<file path="src/sv/sbot_pkg.sv">
// ----------------------------------------------------------------------------
// sbot_pkg
// Shared constants and types for the segment versus box overlap test core.
// ----------------------------------------------------------------------------
package sbot_pkg;

    // Default coordinate width: signed Q16.8.
    localparam int COORD_BITS_DEF = 24;

    // Configuration bus geometry: four 32-bit registers at byte offsets 0..12.
    localparam int APB_ADDR_W = 4;
    localparam int APB_DATA_W = 32;

    // Register index, taken from paddr[3:2].
    typedef enum logic [1:0] {
        REG_BOX_MIN_X = 2'd0,
        REG_BOX_MIN_Y = 2'd1,
        REG_BOX_MAX_X = 2'd2,
        REG_BOX_MAX_Y = 2'd3
    } t_reg_idx;

endpackage

</file>
<file path="src/sv/sbot_regs.sv">
// ----------------------------------------------------------------------------
// sbot_regs
// APB register file holding the four box edges.
// ----------------------------------------------------------------------------
module sbot_regs #(
    parameter int COORD_BITS = sbot_pkg::COORD_BITS_DEF
) (
    input  logic                                 i_clk,
    input  logic                                 i_rst_n,
    input  logic                                 psel,
    input  logic                                 penable,
    input  logic                                 pwrite,
    input  logic [sbot_pkg::APB_ADDR_W-1:0]      paddr,
    input  logic [sbot_pkg::APB_DATA_W-1:0]      pwdata,
    output logic [sbot_pkg::APB_DATA_W-1:0]      prdata,
    output logic                                 pready,
    output logic signed [COORD_BITS-1:0]         o_box_min_x,
    output logic signed [COORD_BITS-1:0]         o_box_min_y,
    output logic signed [COORD_BITS-1:0]         o_box_max_x,
    output logic signed [COORD_BITS-1:0]         o_box_max_y
);
    import sbot_pkg::*;

    logic signed [COORD_BITS-1:0] r_box_min_x;
    logic signed [COORD_BITS-1:0] r_box_min_y;
    logic signed [COORD_BITS-1:0] r_box_max_x;
    logic signed [COORD_BITS-1:0] r_box_max_y;
    logic                         wr_en;
    t_reg_idx                     reg_idx;

    assign pready  = 1'b1;
    assign wr_en   = psel && penable && pwrite;
    assign reg_idx = t_reg_idx'(paddr[3:2]);

    always_ff @(posedge i_clk) begin
        if (!i_rst_n) begin
            r_box_min_x <= '0;
            r_box_min_y <= '0;
            r_box_max_x <= '0;
            r_box_max_y <= '0;
        end else if (wr_en) begin
            case (reg_idx)
                REG_BOX_MIN_X: r_box_min_x <= pwdata[COORD_BITS-1:0];
                REG_BOX_MIN_Y: r_box_min_y <= pwdata[COORD_BITS-1:0];
                REG_BOX_MAX_X: r_box_max_x <= pwdata[COORD_BITS-1:0];
                REG_BOX_MAX_Y: r_box_max_y <= pwdata[COORD_BITS-1:0];
                default: ;
            endcase
        end
    end

    // Reads return the register sign-extended to the bus width.
    always_comb begin
        case (reg_idx)
            REG_BOX_MIN_X: prdata = APB_DATA_W'(r_box_min_x);
            REG_BOX_MIN_Y: prdata = APB_DATA_W'(r_box_min_y);
            REG_BOX_MAX_X: prdata = APB_DATA_W'(r_box_max_x);
            REG_BOX_MAX_Y: prdata = APB_DATA_W'(r_box_max_y);
            default:       prdata = '0;
        endcase
    end

    assign o_box_min_x = r_box_min_x;
    assign o_box_min_y = r_box_min_y;
    assign o_box_max_x = r_box_max_x;
    assign o_box_max_y = r_box_max_y;

endmodule

</file>
<file path="config.mk">
export PLATFORM = sky130hd
export DESIGN_NAME = sbot_regs
export DESIGN_NICKNAME = d
export VERILOG_FILES = /design/src/sv/sbot_pkg.sv /design/src/sv/sbot_regs.sv
export SDC_FILE = /design/constraint.sdc
export NUM_CORES = 1
export LEC_CHECK = 0
export BUFFER_PORTS_ARGS = -buffer_cell sky130_fd_sc_hd__buf_2
export CAP_MARGIN = 30
export CELL_PAD_IN_SITES_DETAIL_PLACEMENT = 1
export CELL_PAD_IN_SITES_GLOBAL_PLACEMENT = 1
export CORE_MARGIN = 5
export CORE_UTILIZATION = 36
export DETAILED_ROUTE_END_ITERATION = 10
export GPL_ROUTABILITY_DRIVEN = 0
export PLACE_DENSITY = 0.87
export SYNTH_ARGS = -nofsm -noshare
export SYNTH_HDL_FRONTEND = slang
export SYNTH_SLANG_ARGS = --single-unit
</file>
<file path="constraint.sdc">
create_clock -name i_clk -period 2.35 [get_ports i_clk]
set_input_delay 0.47 -clock i_clk [delete_from_list [all_inputs] [get_ports i_clk]]
set_output_delay 0.47 -clock i_clk [all_outputs]
set_load 0.01 [all_outputs]
</file>
==> out/summary.txt <==
Status: complete, no violations
Seq/Total Area, Yosys: 45.61%
Multi-input gate area: 2023 um2
Clk_lat worst skew: 0.34 ns
Pwr/cell area: 631.9 nW/um2
Setup TNS: 0 ns
First-pass GRT wire length: 20640 um
Max rail drop VDD: 0.0003417 V
Syn-to-layout area delta: 27.14%
Final core utilization: 46.72%
Routed vias: 3393
Die Y-Extent: 118.2 um
GR Overflow Total: 0
Top-area cell type share of the netlist area: 45.61%
FMAX: 0.4543 GHz
Pins over their slew limit: 0
Placeable Area: 11470 um2
Crit-path max FO: 17
Syn Area/Cell: 11.03 um2
Crit path DAT: 1.73 ns
Worst Slack Setup Final: 0.1490 ns
Yosys Warn Count: 0
Initial antenna violation count: 0
Fin Clk Skew: 0 ns
Seq cells post-synth: 96
Crit Path Class: input port to primary output
Main combinational cell family by area after synthesis: multiplexers
Iter 0 DRT Violations: 137
Buffers on Ports: 158
Root buf cell: clkbuf_16
Total Nets Final: 566
CTS H-tree lvls: 3
Commonest non-fill, non-tap cells in the layout: buf_2, nand2_1, mux2i_1, dfxtp_1, mux4_2
Largest stage delay on the critical path: 0.46 ns
Cell type with the largest total area after synthesis: dfxtp_1
Final HPWL DP: 8989 um
Worst setup SP type: input port
Die width: 118.2 um
Synth cell types: 19
Die Area: 13970 um2
# DRC: 0
Sequential cell area: 1922 um2
Clock buffer depth: 2
FP Rows: 39
Most common cell on crit path: buf_2
# resized after CTS: 0
Netlist Area Pre-Place: 4214 um2
Simple-gate portion of the synthesized area: 11.64%
Worst slew pin tran: 0.5793 ns
Worst-path clk slew: 0.07 ns
Syn Nets: 423
Syn Inst Count: 382
Pre-CTS setup slack: 0.1201 ns
Number of global-route vias before repair: 3842
Final min period: 2.201 ns
I/O Pins: 170
Total of max-cap violations: 0
RSZ-0062 raised after global routing: no
WL final: 12570 um
Synth top area cells: dfxtp_1, mux2i_1, mux4_2
Slowest cell on crit path: buf_2
Commonest non-fill, non-tap cell in the layout: buf_2
Mux share of post-synthesis cell area: 35.99%
Post-synthesis compound-gate area fraction: 0%
Global Route Usage Sum: 18.13%
Final Hold Viols: 0
Synth Area in XOR/XNOR: 0%
Static Leakage: 2.713 nW
CTS tree: done
Hold Path Class: input port to flop
Crit end category: primary output
Wire per inst: 18.67 um
Antenna Diode Count: 0
CTS sink count: 96
Max-slew headroom: 61.38%
Via/cell ratio: 5.042
Final setup vio count: 0
Antenna-violating nets left: 0
Fill count: 1301
Worst Path Required: 1.88 ns
Crit-path cells: buf_2 > buf_4 > mux4_1 > buf_2
CTS buffer count: 9
Pin count of the biggest net entering global routing: 121
Setup repair bufs after CTS: 0
Final cycle utilization of the critical path: 93.66%
Synth Area in Adders: 0%
Initial core utilization: 36.75%
Hold buffers post-CTS: 0
Layout cells sized above 1: 39.81%
Drt first pass iters: 4
power breakdown:
part / switching (mW) / total, mW / internal, mW / leakage [nW]
clock network: 0.650 / 1.47 / 0.825 / 0.138
registers: 0.0166 / 1.66 / 1.65 / 0.775
logic: 0.146 / 0.247 / 0.101 / 1.80
logic make-up (layout without fill, tap and decap cells):
family / Yosys count / count (layout)
muxes: 120 / 120
DFF: 96 / 96
buffers and inverters: 39 / 187
other: 1 / 1
and+or+nand+nor: 126 / 126
routing by layer:
metal	routed length, um	GRT usage, %	up-vias
li1	-	-	1590
met1	5166	21.19	1678
met2	6377	31.86	109
met3	807	5.014	16
met4	215	6.237	0
met5	0	0	-
critical path: cells and delay by family:
kind / cells / cell delay [ns]
buf+inv: 3 / 0.93
mux: 1 / 0.32
synthesized netlist by cell type, drive strengths merged:
library cell  instances
nand2               120
nand4                 1
or3                   1
nor2                  1
nand3                 1
mux4                 24
or2                   1
nor3                  1
conb                  1
inv                   1
buf                  27
mux2i                96
clkbuf               11
dfxtp                96
final cells by class:
type,instances,share of cell area (%)
Multi-Input combinational cell,247,37.76
Sequential cell,96,35.87
Timing Repair Buffer,170,17.42
Clock buffer,9,4.204
Tap cell,143,3.340
Clock inverter,7,1.331
Inverter,1,0.07006
per-stage QoR:
stage	hold WS [ns]	area [um2]	power, mW	std cells
floorplan	0.4867	4214	1.855	382
global placement	0.4514	5061	1.938	657
detailed placement	0.4660	5061	1.951	657
CTS	0.4431	5358	3.426	673
global route	0.4693	5358	3.515	673
finish	0.4545	5358	3.386	673
registers in the layout (all words and copies together), names as in the netlist:
register and count:
o_box_max_x 24, o_box_max_y 24, o_box_min_x 24, o_box_min_y 24
path summary, 6_finish.rpt:
| kind | depth (start not counted) | slack [ns] | start | end |
|---|---|---|---|---|
| max reg2reg | 2 | 1.63 | o_box_min_y[22] | o_box_min_y[22] |
| min | 3 | 0.45 | pwdata[8] | o_box_min_x[8] |
| max | 4 | 0.15 | paddr[3] | prdata[2] |
| min reg2reg | 2 | 0.47 | o_box_min_x[8] | o_box_min_x[8] |
Power figures use the tool's default switching activity.
